===== src/rtl/morse_text_encoder_core_macros.svh =====
// Assertion macros for the Morse text encoder core.
// No dependencies; included by files that carry concurrent assertions.
`ifndef MORSE_TEXT_ENCODER_CORE_MACROS_SVH
`define MORSE_TEXT_ENCODER_CORE_MACROS_SVH

`ifndef ASSERT_OFF
`define MTE_ASSERT_IMPL(label, clk, rst, ante, cons, msg) \
   label: assert property (@(posedge clk) disable iff (rst) (ante) |-> (cons)) else $error(msg);
`define MTE_ASSERT_NEXT(label, clk, rst, ante, cons, msg) \
   label: assert property (@(posedge clk) disable iff (rst) (ante) |=> (cons)) else $error(msg);
`else
`define MTE_ASSERT_IMPL(label, clk, rst, ante, cons, msg)
`define MTE_ASSERT_NEXT(label, clk, rst, ante, cons, msg)
`endif

`endif


===== src/rtl/mte_pkg.sv =====
// Package for the Morse text encoder: symbol codes, code tables, descriptor type.
// No dependencies.
`default_nettype none

package mte_pkg;

   typedef logic [1:0] sym_type;

   localparam sym_type SYM_DOT  = 2'd0;
   localparam sym_type SYM_DASH = 2'd1;
   localparam sym_type SYM_BAR  = 2'd2;

   localparam int MAX_SYMS = 11;
   localparam int PRE_SYMS = 5;    // four-symbol code plus bar
   localparam int MAIN_SYMS = 6;   // five-symbol digit plus bar

   typedef logic [3:0] cnt_type;

   typedef struct packed {
      logic [MAX_SYMS-1:0][1:0] sym;
      cnt_type                  cnt;
      logic                     bad;    // final symbol of the burst is an error
   } desc_type;

   // Patterns are first-symbol-in-bit-0, dash = 1.
   localparam logic [4:0] LETTER_PAT [26] = '{
      5'b00010, 5'b00001, 5'b00101, 5'b00001, 5'b00000, 5'b00100, 5'b00011,
      5'b00000, 5'b00000, 5'b01110, 5'b00101, 5'b00010, 5'b00011, 5'b00001,
      5'b00111, 5'b00110, 5'b01011, 5'b00010, 5'b00000, 5'b00001, 5'b00100,
      5'b01000, 5'b00110, 5'b01001, 5'b01101, 5'b00011
   };

   localparam logic [2:0] LETTER_LEN [26] = '{
      3'd2, 3'd4, 3'd4, 3'd3, 3'd1, 3'd4, 3'd3, 3'd4, 3'd2, 3'd4, 3'd3, 3'd4,
      3'd2, 3'd2, 3'd3, 3'd4, 3'd4, 3'd3, 3'd3, 3'd1, 3'd3, 3'd4, 3'd3, 3'd4,
      3'd4, 3'd4
   };

   localparam logic [4:0] DIGIT_PAT [10] = '{
      5'b11111, 5'b11110, 5'b11100, 5'b11000, 5'b10000,
      5'b00000, 5'b00001, 5'b00011, 5'b00111, 5'b01111
   };

   localparam logic [2:0] DIGIT_LEN = 3'd5;

   localparam logic [3:0] DIGRAPH_PAT = 4'b1111;
   localparam logic [3:0] C_PAT       = 4'b0101;

   localparam logic [7:0] CHR_LOW_A = 8'h61;
   localparam logic [7:0] CHR_LOW_C = 8'h63;
   localparam logic [7:0] CHR_LOW_H = 8'h68;
   localparam logic [7:0] CHR_LOW_Z = 8'h7A;
   localparam logic [7:0] CHR_ZERO  = 8'h30;
   localparam logic [7:0] CHR_NINE  = 8'h39;
   localparam logic [7:0] CHR_DOT   = 8'h2E;
   localparam logic [7:0] CHR_SPACE = 8'h20;

endpackage

`default_nettype wire


===== src/rtl/mte_intf.sv =====
// Valid/ready channel interfaces for the Morse text encoder.
// No dependencies.
`default_nettype none

interface mte_req_if;
   logic       valid;
   logic       ready;
   logic [7:0] text_byte;
   logic       end_of_text;

   modport source (output valid, output text_byte, output end_of_text, input ready);
   modport sink   (input valid, input text_byte, input end_of_text, output ready);
endinterface

interface mte_rsp_if;
   logic       valid;
   logic       ready;
   logic [1:0] symbol;
   logic       bad_char;
   logic       last_of_run;

   modport source (output valid, output symbol, output bad_char, output last_of_run,
                   input ready);
   modport sink   (input valid, input symbol, input bad_char, input last_of_run,
                   output ready);
endinterface

`default_nettype wire


===== src/rtl/mte_decode.sv =====
// Byte classifier and code lookup; owns the held-c and whitespace-run state.
// Depends on mte_pkg.
`default_nettype none

module mte_decode (
   input  wire logic              clock,
   input  wire logic              reset,
   input  wire logic              accept,
   input  wire logic [7:0]        text_byte,
   input  wire logic              end_of_text,
   input  wire logic              include_ch,
   output mte_pkg::desc_type      desc
);

   logic held_c_ff, held_c_in;
   logic psp_ff, psp_in;

   always_comb begin
      logic [7:0]           low;
      logic                 has_pre;
      logic                 done;
      logic [3:0]           pre_pat;
      logic [4:0]           main_pat;
      logic [2:0]           main_len;
      logic                 main_on;
      logic                 bad;
      mte_pkg::sym_type     pre_sym [mte_pkg::PRE_SYMS];
      mte_pkg::sym_type     main_sym [mte_pkg::MAIN_SYMS];
      mte_pkg::cnt_type     main_cnt;

      low      = text_byte | 8'h20;
      has_pre  = 1'b0;
      done     = 1'b0;
      pre_pat  = mte_pkg::C_PAT;
      main_pat = '0;
      main_len = '0;
      main_on  = 1'b0;
      bad      = 1'b0;
      held_c_in = 1'b0;
      psp_in   = psp_ff;

      if (held_c_ff) begin
         has_pre = 1'b1;
         if (low == mte_pkg::CHR_LOW_H) begin
            pre_pat = mte_pkg::DIGRAPH_PAT;
            done    = 1'b1;
            psp_in  = 1'b0;
         end
      end

      if (!done) begin
         if (text_byte == mte_pkg::CHR_SPACE || (text_byte >= 8'h09 && text_byte <= 8'h0D)) begin
            main_on = !psp_ff;          // bar is a code of length zero
            psp_in  = 1'b1;
         end else begin
            psp_in = 1'b0;
            if (text_byte == mte_pkg::CHR_DOT) begin
               main_on = 1'b1;
            end else if ((text_byte >= 8'h21 && text_byte <= 8'h2F) ||
                         (text_byte >= 8'h3A && text_byte <= 8'h40) ||
                         (text_byte >= 8'h5B && text_byte <= 8'h60) ||
                         (text_byte >= 8'h7B && text_byte <= 8'h7E)) begin
               main_on = 1'b0;
            end else if (low >= mte_pkg::CHR_LOW_A && low <= mte_pkg::CHR_LOW_Z) begin
               if (low == mte_pkg::CHR_LOW_C && include_ch && !end_of_text) begin
                  held_c_in = 1'b1;
               end else begin
                  main_on  = 1'b1;
                  main_pat = mte_pkg::LETTER_PAT[5'(low - mte_pkg::CHR_LOW_A)];
                  main_len = mte_pkg::LETTER_LEN[5'(low - mte_pkg::CHR_LOW_A)];
               end
            end else if (text_byte >= mte_pkg::CHR_ZERO && text_byte <= mte_pkg::CHR_NINE) begin
               main_on  = 1'b1;
               main_pat = mte_pkg::DIGIT_PAT[4'(text_byte - mte_pkg::CHR_ZERO)];
               main_len = mte_pkg::DIGIT_LEN;
            end else begin
               main_on = 1'b1;
               bad     = 1'b1;
            end
         end
      end

      if (end_of_text) begin
         held_c_in = 1'b0;
         psp_in    = 1'b0;
      end

      for (int k = 0; k < mte_pkg::PRE_SYMS; k++) begin
         if (k < 4) begin
            pre_sym[k] = pre_pat[k] ? mte_pkg::SYM_DASH : mte_pkg::SYM_DOT;
         end else begin
            pre_sym[k] = mte_pkg::SYM_BAR;
         end
      end

      // an error result carries a dot symbol and no bar
      for (int k = 0; k < mte_pkg::MAIN_SYMS; k++) begin
         if (bad) begin
            main_sym[k] = mte_pkg::SYM_DOT;
         end else if (k < int'(main_len)) begin
            main_sym[k] = main_pat[k] ? mte_pkg::SYM_DASH : mte_pkg::SYM_DOT;
         end else if (k == int'(main_len)) begin
            main_sym[k] = mte_pkg::SYM_BAR;
         end else begin
            main_sym[k] = mte_pkg::SYM_DOT;
         end
      end

      if (!main_on) begin
         main_cnt = '0;
      end else if (bad) begin
         main_cnt = 4'd1;
      end else begin
         main_cnt = {1'b0, main_len} + 4'd1;
      end

      for (int i = 0; i < mte_pkg::MAX_SYMS; i++) begin
         if (has_pre) begin
            if (i < mte_pkg::PRE_SYMS) begin
               desc.sym[i] = pre_sym[i];
            end else begin
               desc.sym[i] = main_sym[i - mte_pkg::PRE_SYMS];
            end
         end else if (i < mte_pkg::MAIN_SYMS) begin
            desc.sym[i] = main_sym[i];
         end else begin
            desc.sym[i] = mte_pkg::SYM_DOT;
         end
      end

      desc.cnt = (has_pre ? 4'(mte_pkg::PRE_SYMS) : 4'd0) + main_cnt;
      desc.bad = bad;
   end

   always_ff @(posedge clock) begin
      if (reset) begin
         held_c_ff <= 1'b0;
         psp_ff    <= 1'b0;
      end else if (accept) begin
         held_c_ff <= held_c_in;
         psp_ff    <= psp_in;
      end
   end

endmodule

`default_nettype wire


===== src/rtl/mte_serializer.sv =====
// Result register: shifts a registered symbol burst out one beat per cycle while rsp_chan.ready is high.
// Depends on mte_pkg and mte_rsp_if.
`default_nettype none

module mte_serializer (
   input  wire logic              clock,
   input  wire logic              reset,
   input  wire logic              load_valid,
   output logic                   load_ready,
   input  wire mte_pkg::desc_type load_desc,
   mte_rsp_if.source              rsp_chan
);

   logic [mte_pkg::MAX_SYMS-1:0][1:0] sym_ff;
   mte_pkg::cnt_type                  rem_ff;
   logic                              bad_ff;
   logic                              beat;
   logic                              on_last;

   assign on_last    = (rem_ff == 4'd1);
   assign beat       = rsp_chan.valid && rsp_chan.ready;
   assign load_ready = (rem_ff == 4'd0) || (beat && on_last);

   assign rsp_chan.valid       = (rem_ff != 4'd0);
   assign rsp_chan.symbol      = sym_ff[0];
   assign rsp_chan.bad_char    = bad_ff && on_last;
   assign rsp_chan.last_of_run = on_last;

   always_ff @(posedge clock) begin
      if (reset) begin
         rem_ff <= '0;
      end else if (load_valid && load_ready) begin
         rem_ff <= load_desc.cnt;
      end else if (beat) begin
         rem_ff <= rem_ff - 4'd1;
      end
   end

   always_ff @(posedge clock) begin
      if (load_valid && load_ready) begin
         sym_ff <= load_desc.sym;
         bad_ff <= load_desc.bad;
      end else if (beat) begin
         sym_ff <= {mte_pkg::SYM_DOT, sym_ff[mte_pkg::MAX_SYMS-1:1]};
      end
   end

endmodule

`default_nettype wire


===== src/rtl/morse_text_encoder_core.sv =====
// Morse text encoder core: bytes in, dot/dash/bar beats out.
// Flow: an accepted byte is registered in the descriptor stage, then loaded into the
// output shift register; one result beat per cycle while rsp_chan.ready is high. A byte
// has up to 11 results; one with none drains from the descriptor stage without a beat.
// The output shift register, one symbol per beat, sets the sustained rate.
// Reset (synchronous): clears the held c, the whitespace run and the digraph mode.
`default_nettype none

`include "morse_text_encoder_core_macros.svh"

module morse_text_encoder_core (
   input  wire logic clock,
   input  wire logic reset,
   mte_req_if.sink   req_chan,
   mte_rsp_if.source rsp_chan,
   input  wire logic csr_valid,
   output logic      csr_ready,
   input  wire logic csr_data
);

   logic              include_ch_ff;
   logic              req_beat;
   mte_pkg::desc_type dec_desc;
   mte_pkg::desc_type desc_ff;
   logic              desc_valid_ff;
   logic              ser_ready;
   logic              desc_take;

   assign csr_ready = 1'b1;

   always_ff @(posedge clock) begin
      if (reset) begin
         include_ch_ff <= 1'b0;
      end else if (csr_valid) begin
         include_ch_ff <= csr_data;
      end
   end

   // empty bursts drain from the descriptor stage without a beat
   assign desc_take      = desc_valid_ff && ((desc_ff.cnt == 4'd0) || ser_ready);
   assign req_chan.ready = !desc_valid_ff || desc_take;
   assign req_beat       = req_chan.valid && req_chan.ready;

   mte_decode u_decode (
      .clock       (clock),
      .reset       (reset),
      .accept      (req_beat),
      .text_byte   (req_chan.text_byte),
      .end_of_text (req_chan.end_of_text),
      .include_ch  (include_ch_ff),
      .desc        (dec_desc)
   );

   always_ff @(posedge clock) begin
      if (reset) begin
         desc_valid_ff <= 1'b0;
      end else if (req_beat) begin
         desc_valid_ff <= 1'b1;
      end else if (desc_take) begin
         desc_valid_ff <= 1'b0;
      end
   end

   always_ff @(posedge clock) begin
      if (req_beat) begin
         desc_ff <= dec_desc;
      end
   end

   mte_serializer u_serializer (
      .clock      (clock),
      .reset      (reset),
      .load_valid (desc_valid_ff && (desc_ff.cnt != 4'd0)),
      .load_ready (ser_ready),
      .load_desc  (desc_ff),
      .rsp_chan   (rsp_chan)
   );

   `MTE_ASSERT_IMPL(a_bad_is_last, clock, reset, rsp_chan.valid && rsp_chan.bad_char,
      rsp_chan.last_of_run && (rsp_chan.symbol == mte_pkg::SYM_DOT),
      "error beat must be a dotted last beat")
   `MTE_ASSERT_NEXT(a_run_continues, clock, reset,
      rsp_chan.valid && rsp_chan.ready && !rsp_chan.last_of_run, rsp_chan.valid,
      "burst ended without a last beat")
   `MTE_ASSERT_NEXT(a_desc_loaded, clock, reset, req_beat, desc_valid_ff,
      "accepted byte lost before descriptor stage")
   `MTE_ASSERT_IMPL(a_burst_bound, clock, reset, desc_valid_ff,
      desc_ff.cnt <= 4'(mte_pkg::MAX_SYMS), "burst longer than eleven symbols")

endmodule

`default_nettype wire

===== src/flat_wrapper.sv =====
// flat-port wrapper written by rule: the top's interface ports become plain ports
module morse_text_encoder_core_flat 
  (clock, reset, csr_valid, csr_ready, csr_data, req_chan_valid, req_chan_text_byte, req_chan_end_of_text, req_chan_ready, rsp_chan_valid, rsp_chan_symbol, rsp_chan_bad_char, rsp_chan_last_of_run, rsp_chan_ready);
  mte_req_if req_chan_i ();
  mte_rsp_if rsp_chan_i ();
  input  wire logic clock;
  input  wire logic reset;
  input  wire logic csr_valid;
  output logic csr_ready;
  input  wire logic csr_data;
  input wire logic [$bits(req_chan_i.valid)-1:0] req_chan_valid;
  input wire logic [$bits(req_chan_i.text_byte)-1:0] req_chan_text_byte;
  input wire logic [$bits(req_chan_i.end_of_text)-1:0] req_chan_end_of_text;
  output wire logic [$bits(req_chan_i.ready)-1:0] req_chan_ready;
  output wire logic [$bits(rsp_chan_i.valid)-1:0] rsp_chan_valid;
  output wire logic [$bits(rsp_chan_i.symbol)-1:0] rsp_chan_symbol;
  output wire logic [$bits(rsp_chan_i.bad_char)-1:0] rsp_chan_bad_char;
  output wire logic [$bits(rsp_chan_i.last_of_run)-1:0] rsp_chan_last_of_run;
  input wire logic [$bits(rsp_chan_i.ready)-1:0] rsp_chan_ready;
  assign req_chan_i.valid = req_chan_valid;
  assign req_chan_i.text_byte = req_chan_text_byte;
  assign req_chan_i.end_of_text = req_chan_end_of_text;
  assign req_chan_ready = req_chan_i.ready;
  assign rsp_chan_valid = rsp_chan_i.valid;
  assign rsp_chan_symbol = rsp_chan_i.symbol;
  assign rsp_chan_bad_char = rsp_chan_i.bad_char;
  assign rsp_chan_last_of_run = rsp_chan_i.last_of_run;
  assign rsp_chan_i.ready = rsp_chan_ready;
  morse_text_encoder_core u_core (.clock(clock), .reset(reset), .req_chan(req_chan_i), .rsp_chan(rsp_chan_i), .csr_valid(csr_valid), .csr_ready(csr_ready), .csr_data(csr_data));
endmodule

===== config.mk =====
export PLATFORM = sky130hd
export DESIGN_NAME = morse_text_encoder_core_flat
export DESIGN_NICKNAME = d
export VERILOG_FILES = /design/src/rtl/mte_pkg.sv /design/src/rtl/mte_intf.sv /design/src/rtl/mte_decode.sv /design/src/rtl/mte_serializer.sv /design/src/rtl/morse_text_encoder_core.sv /design/src/flat_wrapper.sv
export VERILOG_INCLUDE_DIRS = /design/src /design/src/rtl
export SDC_FILE = /design/constraint.sdc
export NUM_CORES = 1
export LEC_CHECK = 0
export ABC_AREA = 1
export ABC_CLOCK_PERIOD_IN_PS = 8000
export BUFFER_PORTS_ARGS = -buffer_cell sky130_fd_sc_hd__buf_2
export CORE_MARGIN = 2
export CORE_UTILIZATION = 50
export CTS_BUF_LIST = sky130_fd_sc_hd__clkbuf_4 sky130_fd_sc_hd__clkbuf_8
export CTS_CLUSTER_DIAMETER = 200
export DETAILED_ROUTE_END_ITERATION = 16
export PLACE_DENSITY = 0.67
export SYNTH_ARGS = -nofsm -noshare
export SYNTH_HDL_FRONTEND = slang
export SYNTH_HIERARCHICAL = 1
export SYNTH_SLANG_ARGS = --single-unit

===== constraint.sdc =====
create_clock -name clock -period 8 [get_ports clock]
set_clock_uncertainty 0.1 [all_clocks]
set_input_delay 1.2 -clock clock [delete_from_list [all_inputs] [get_ports clock]]
set_output_delay 1.2 -clock clock [all_outputs]
set_load 0.05 [all_outputs]

# Word-level counts from Yosys, hierarchy flattened
# Memory sizes are Yosys's and may differ from the RTL's.
# Index checks and enable logic that the tools add are counted.
# totals
regBits	58
n_memories	3
in_bits	15
romBits	336
out_inout_bits	7
# classes
mux	90
eq_ne	12
n_addsub	5
n_bitwise	2
n_reduce_logical	34
order_cmp	22
# memory_table
name	words	word_bits	read_ports	rd_ports_with_merged_regs	write_ports	line_no	text
(name not given)	32	5	1	0	0	mte_decode.sv:69	main_pat = mte_pkg::LETTER_PAT[5'(low - mte_pkg::CHR_LOW_A)];
(name not given)	32	3	1	0	0	mte_decode.sv:70	main_len = mte_pkg::LETTER_LEN[5'(low - mte_pkg::CHR_LOW_A)];
(name not given)	16	5	1	0	0	mte_decode.sv:74	main_pat = mte_pkg::DIGIT_PAT[4'(text_byte - mte_pkg::CHR_ZERO)];
# ops
cell	n
$mux W5	11
$mux W2	23
$mux W22	2
$mux W1	38
$le A8 B7 Y1 const B	4
$mux W3	10
$ge A8 B6 Y1 const B	3
$ge A8 B7 Y1 const B	3
$mux W4	6
$eq A8 B6 Y1 const B	2
$le A8 B6 Y1 const B	2
$logic_and A1 B1 Y1	16
$eq A7 B6 Y1 const B	2
$eq A3 B3 Y1 const A	4
$ge A8 B4 Y1 const B	1
$le A8 B4 Y1 const B	1
$logic_not A4 Y1	2
$reduce_bool A4 Y1	2
$sub A4 B1 Y4 const B	2
$logic_or A1 B1 Y1	7
$ge A6 B6 Y1 const B	1
$lt A1 B3 Y1 const A	2
$lt A2 B3 Y1 const A	2
$lt A3 B3 Y1 const A	2
other kinds (13)	17

# Logic depth before layout (Yosys ltp)
# depth
depth_word	16
depth_mapped	26

# Cells and area by module
# Netlist, hierarchy kept.
# modules_own_cells
module	cells_each	n_inst	seq_area_each_um2	area_per_inst_um2
mte_decode	297	1	40.0	1610.3
mte_serializer	152	1	770.7	1377.6
morse_text_encoder_core	44	1	850.8	943.4

# Worst setup path before layout
# Ideal clock, no wire load.
# synth_path
path_type	input -> register
start	input port req_chan_text_byte[0]
end	register u_core/desc_ff[4] in the netlist's numbering (data pin)
required_ps	7647
n_path_buf	3
setup_time_ps	253
arrival_time_ps	4224
path_stages	26
path_slack_ps	3423
cell_sequence	buf_2 inv_2 ha_1 inv_1 ha_1 buf_2 inv_1 buf_2 o21ai_0 nand2_1 o21ai_0 nand2_1 nand3_1 nand2_1 nand2_4 inv_2 ha_1 ha_1 nor3_1 ha_1 nand2_1 inv_1 nand4_1 nand2_1 nand2_1 nand2_1
# synth_rtl
element	line_no	text
start: declaration	flat_wrapper.sv:12	input wire logic [$bits(req_chan_i.text_byte)-1:0] req_chan_text_byte;
end signal: assignment	morse_text_encoder_core.sv:66	desc_ff <= dec_desc;
end: declaration	morse_text_encoder_core.sv:24	mte_pkg::desc_type desc_ff;

==> flow_summary.json <==
{
  "worstSetupEndpointType": "flip-flop",
  "async_flop_share": 0,
  "avgRoutedWirePerCell_microns": 12.6,
  "cts_hold_repair.buffers": 0,
  "worst-endpoint-arrival_ns": 4.71,
  "hold_ws_ns": 0.321,
  "grt_antenna_before_repair": 0,
  "stdcell_count": 616,
  "final_min_period_ns": 4.72,
  "required_ns": 7.99,
  "min-delay-path-class": "flip-flop to flip-flop",
  "report.final.hold_viol_count": 0,
  "timing.max_slew.rel_slack": 0.565,
  "syn_to_final_growth_pct": 9.01,
  "worst-r2r-setup-slack_ns": 4.86,
  "postSynthNetCount": 528,
  "final.setup.tns_ns": 0,
  "numClockSinks": 58,
  "postSynthRegisterBits": 58,
  "max-clock-path-buffers": 2,
  "clock_input_transition_at_the_sequential_cells_of_the_worst_setup_and_hold_paths_ns": 0.06,
  "overflow": 0,
  "path_class": "primary input to flip-flop",
  "route.vias.total": 3171,
  "post_synth_instance_area_sq_um": 3930,
  "worst_slack_ns": 3.28,
  "vias_per_cell": 5.15,
  "initial_core_util": 0.511,
  "place.detailed.hpwl_microns": 5700,
  "post_synth_inst_count": 493,
  "dp_worst_slack_ns": 3.00,
  "timing.final.max_slew_violations": 0,
  "ir_drop_mv": 0.103,
  "sequential_share_of_the_synthesized_area": 0.423,
  "layout.nets": 544,
  "start_kind": "primary input",
  "synth_cell_types": 42,
  "grt_util_all_layers": 0.195,
  "synth_area_leader_cell": "sky130_fd_sc_hd__edfxtp_1",
  "clock.fmax_mhz": 212,
  "place.gp.congestion": 0.957,
  "rows": 32,
  "post_cts_resize_count": 0,
  "fp.dieArea_sq_um": 8590,
  "setup_repair_after_global_routing_missed_its_margin": "false",
  "power_density_nw_per_um2": 289,
  "antenna_cells": 0,
  "final_worst_path_period_share": 0.590,
  "timing.reg2reg.worst_path_depth": 17,
  "worst_r2r_startpoint": "u_core/u_decode/held_c_ff$_SDFFE_PP0P_",
  "io-pin-count": 22,
  "io_buffer_count": 20,
  "maximum_number_of_pins_on_one_net_before_global_route_repair": 31,
  "hold_path_cell_cnt": 0,
  "drive_gt1_frac": 0.171,
  "dr.first_iter.drc_count": 157,
  "transition_time_at_the_pin_with_the_least_slew_margin_ns": 0.650,
  "met2_usage": 0.326,
  "crit_path_max_fanout": 14,
  "p_leak_nw": 2.01,
  "post_cts.repair.setup_buffers": 0,
  "ant_nets": 0,
  "synth_edf_count": 50,
  "fillers": 723,
  "cts_made_buffers": 9,
  "synthDominantCellAreaShare": 0.382,
  "globalRouteMet3Util": 0.0382,
  "clock_tree_from_tritoncts": "done",
  "grt_first_pass_wirelength_microns": 13300,
  "worst_setup_path_endpoint": "u_core/desc_ff[4]$_DFFE_PP_",
  "detail_route.drc_violations": 0,
  "worstSkewPairLatency_ns": 0.34,
  "busiest_layer": "met2",
  "vias_in_the_first_global_route": 2906,
  "cts-root-buf": "sky130_fd_sc_hd__clkbuf_8",
  "result_of_the_run": "completed",
  "die_x_microns": 92.7,
  "core_area_sq_um": 7690,
  "htree_levels": 3,
  "synth_area_leaders": "sky130_fd_sc_hd__edfxtp_1 (38%), sky130_fd_sc_hd__nand2_1 (15%), sky130_fd_sc_hd__ha_1 (6.4%)",
  "grtUsageMet1": 0.244,
  "r2r-end": "u_core/desc_ff[4]$_DFFE_PP_",
  "number_of_detailed_routing_iterations_run_before_antenna_repair": 5,
  "placed_cells": 600,
  "startpoint": "req_chan_text_byte[0]",
  "yosys_warnings": 6,
  "timing.final.setup_violations": 0,
  "die_h_microns": 92.7,
  "drv.max_cap_violation_count": 0,
  "ys_dominant_reg_cell": "sky130_fd_sc_hd__edfxtp_1",
  "synthesized_area_divided_by_synthesized_cell_count_sq_um": 7.97,
  "route.final.wire_length_microns": 7730
}
power by group:
group,internal [W],leakage (nW),switching [W]
clock network,0.000213,0.122,0.000116
registers,0.000463,0.560,0.0000324
logic,0.000120,1.33,0.000294
final cells by class:
cell class                 count  area [sq um]  share of cell area
multi-input combinational    363          1920               0.448
sequential                    58          1660               0.388
inverter                      55           219              0.0511
clock buffer                  11           139              0.0324
tap                          102           128              0.0298
timing repair buffer          22           115              0.0269
clock inverter                 5           103              0.0239
placed cells by master, fill, tap and decap left out, types with 7 or more instances in the layout:
cell and instances:
sky130_fd_sc_hd__o21ai_0 18, sky130_fd_sc_hd__dfxtp_1 8, sky130_fd_sc_hd__nand3_1 41, sky130_fd_sc_hd__edfxtp_1 50, sky130_fd_sc_hd__clkbuf_8 9, sky130_fd_sc_hd__nand4_1 7, sky130_fd_sc_hd__nand2_1 162, sky130_fd_sc_hd__nor2_2 8
sky130_fd_sc_hd__nor2_1 39, sky130_fd_sc_hd__a21oi_1 12, sky130_fd_sc_hd__ha_1 20, sky130_fd_sc_hd__inv_2 8, sky130_fd_sc_hd__nand2_4 7, sky130_fd_sc_hd__nand2_2 8, sky130_fd_sc_hd__buf_2 20, sky130_fd_sc_hd__inv_1 43
Yosys cell counts (2+ instances only):
master and count:
sky130_fd_sc_hd__buf_2 5, sky130_fd_sc_hd__o211ai_1 2, sky130_fd_sc_hd__o21ai_0 18, sky130_fd_sc_hd__nor3_1 6, sky130_fd_sc_hd__conb_1 2, sky130_fd_sc_hd__dfxtp_1 8
sky130_fd_sc_hd__nand2_4 7, sky130_fd_sc_hd__nor2_2 8, sky130_fd_sc_hd__ha_1 20, sky130_fd_sc_hd__inv_6 2, sky130_fd_sc_hd__nand3_1 41, sky130_fd_sc_hd__nor2_1 39
sky130_fd_sc_hd__nand4_1 7, sky130_fd_sc_hd__buf_4 4, sky130_fd_sc_hd__nor2_4 6, sky130_fd_sc_hd__nand3_2 5, sky130_fd_sc_hd__o21ai_1 5, sky130_fd_sc_hd__nand2_1 162
sky130_fd_sc_hd__inv_1 43, sky130_fd_sc_hd__buf_6 6, sky130_fd_sc_hd__edfxtp_1 50, sky130_fd_sc_hd__nand2_2 8, sky130_fd_sc_hd__inv_2 8, sky130_fd_sc_hd__a21oi_2 2
sky130_fd_sc_hd__a21oi_1 12
how the worst min path moves through the flow:
stage / start / endpoint / slack, ns
floorplan: u_core/desc_ff[0]$_DFFE_PP_ / u_core/u_serializer/bad_ff$_DFFE_PP_ / 0.30
global placement: u_core/desc_ff[0]$_DFFE_PP_ / u_core/u_serializer/bad_ff$_DFFE_PP_ / 0.31
detailed placement: u_core/desc_ff[0]$_DFFE_PP_ / u_core/u_serializer/bad_ff$_DFFE_PP_ / 0.30
CTS: u_core/desc_ff[0]$_DFFE_PP_ / u_core/u_serializer/bad_ff$_DFFE_PP_ / 0.32
global route: u_core/desc_ff[0]$_DFFE_PP_ / u_core/u_serializer/bad_ff$_DFFE_PP_ / 0.35
finish: u_core/desc_ff[0]$_DFFE_PP_ / u_core/u_serializer/bad_ff$_DFFE_PP_ / 0.32
worst max-delay path, cell delays in order:
cell and delay (ns):
sky130_fd_sc_hd__buf_2 0.18, sky130_fd_sc_hd__inv_2 0.20, sky130_fd_sc_hd__ha_1 0.26, sky130_fd_sc_hd__inv_1 0.10, sky130_fd_sc_hd__ha_1 0.37, sky130_fd_sc_hd__inv_1 0.29, sky130_fd_sc_hd__nand2_1 0.11, sky130_fd_sc_hd__o21ai_0 0.09
sky130_fd_sc_hd__nand2_1 0.07, sky130_fd_sc_hd__o21ai_0 0.08, sky130_fd_sc_hd__nand2_1 0.07, sky130_fd_sc_hd__nand3_1 0.07, sky130_fd_sc_hd__nand2_1 0.09, sky130_fd_sc_hd__nand2_4 0.12, sky130_fd_sc_hd__inv_2 0.07, sky130_fd_sc_hd__ha_1 0.18
sky130_fd_sc_hd__ha_1 0.27, sky130_fd_sc_hd__nor3_1 0.22, sky130_fd_sc_hd__ha_1 0.29, sky130_fd_sc_hd__nand2_1 0.07, sky130_fd_sc_hd__inv_1 0.04, sky130_fd_sc_hd__nand4_1 0.10, sky130_fd_sc_hd__nand2_1 0.06, sky130_fd_sc_hd__nand2_1 0.05
sky130_fd_sc_hd__nand2_1 0.05
logic make-up after synthesis:
family | Yosys count | synth area share
and+or+nand+nor | 294 | 0.354
other | 2 | 0.00191
AOI/OAI and AO/OA | 45 | 0.0649
adders and majority gates | 20 | 0.0637
xor gates and xnor gates | 2 | 0.00446
DFF | 58 | 0.423
buffers and inverters | 72 | 0.0888
flip-flops by register name (all words and copies together), names as in the netlist:
signal	flops
u_core/desc_ff	27
u_core/desc_valid_ff	1
u_core/include_ch_ff	1
u_core/u_decode/held_c_ff	1
u_core/u_decode/psp_ff	1
u_core/u_serializer/bad_ff	1
u_core/u_serializer/rem_ff	4
u_core/u_serializer/rsp_chan.symbol	2
u_core/u_serializer/sym_ff	20
through the flow:
step | area [sq um] | utilization | total power, W
global placement | 4040 | 0.526 | 0.000908
global route | 4290 | 0.557 | 0.00132
floorplan | 3930 | - | 0.000847
finish | 4290 | 0.557 | 0.00124
CTS | 4290 | 0.557 | 0.00125
detailed placement | 4040 | 0.526 | 0.000915
metal layers:
metal,routed length [microns],vias to the layer above
met5,0,-
met2,3740,84
li1,-,1632
met3,294,15
met1,3480,1440
met4,217,0
No activity file was read; power rests on OpenSTA's default activity.
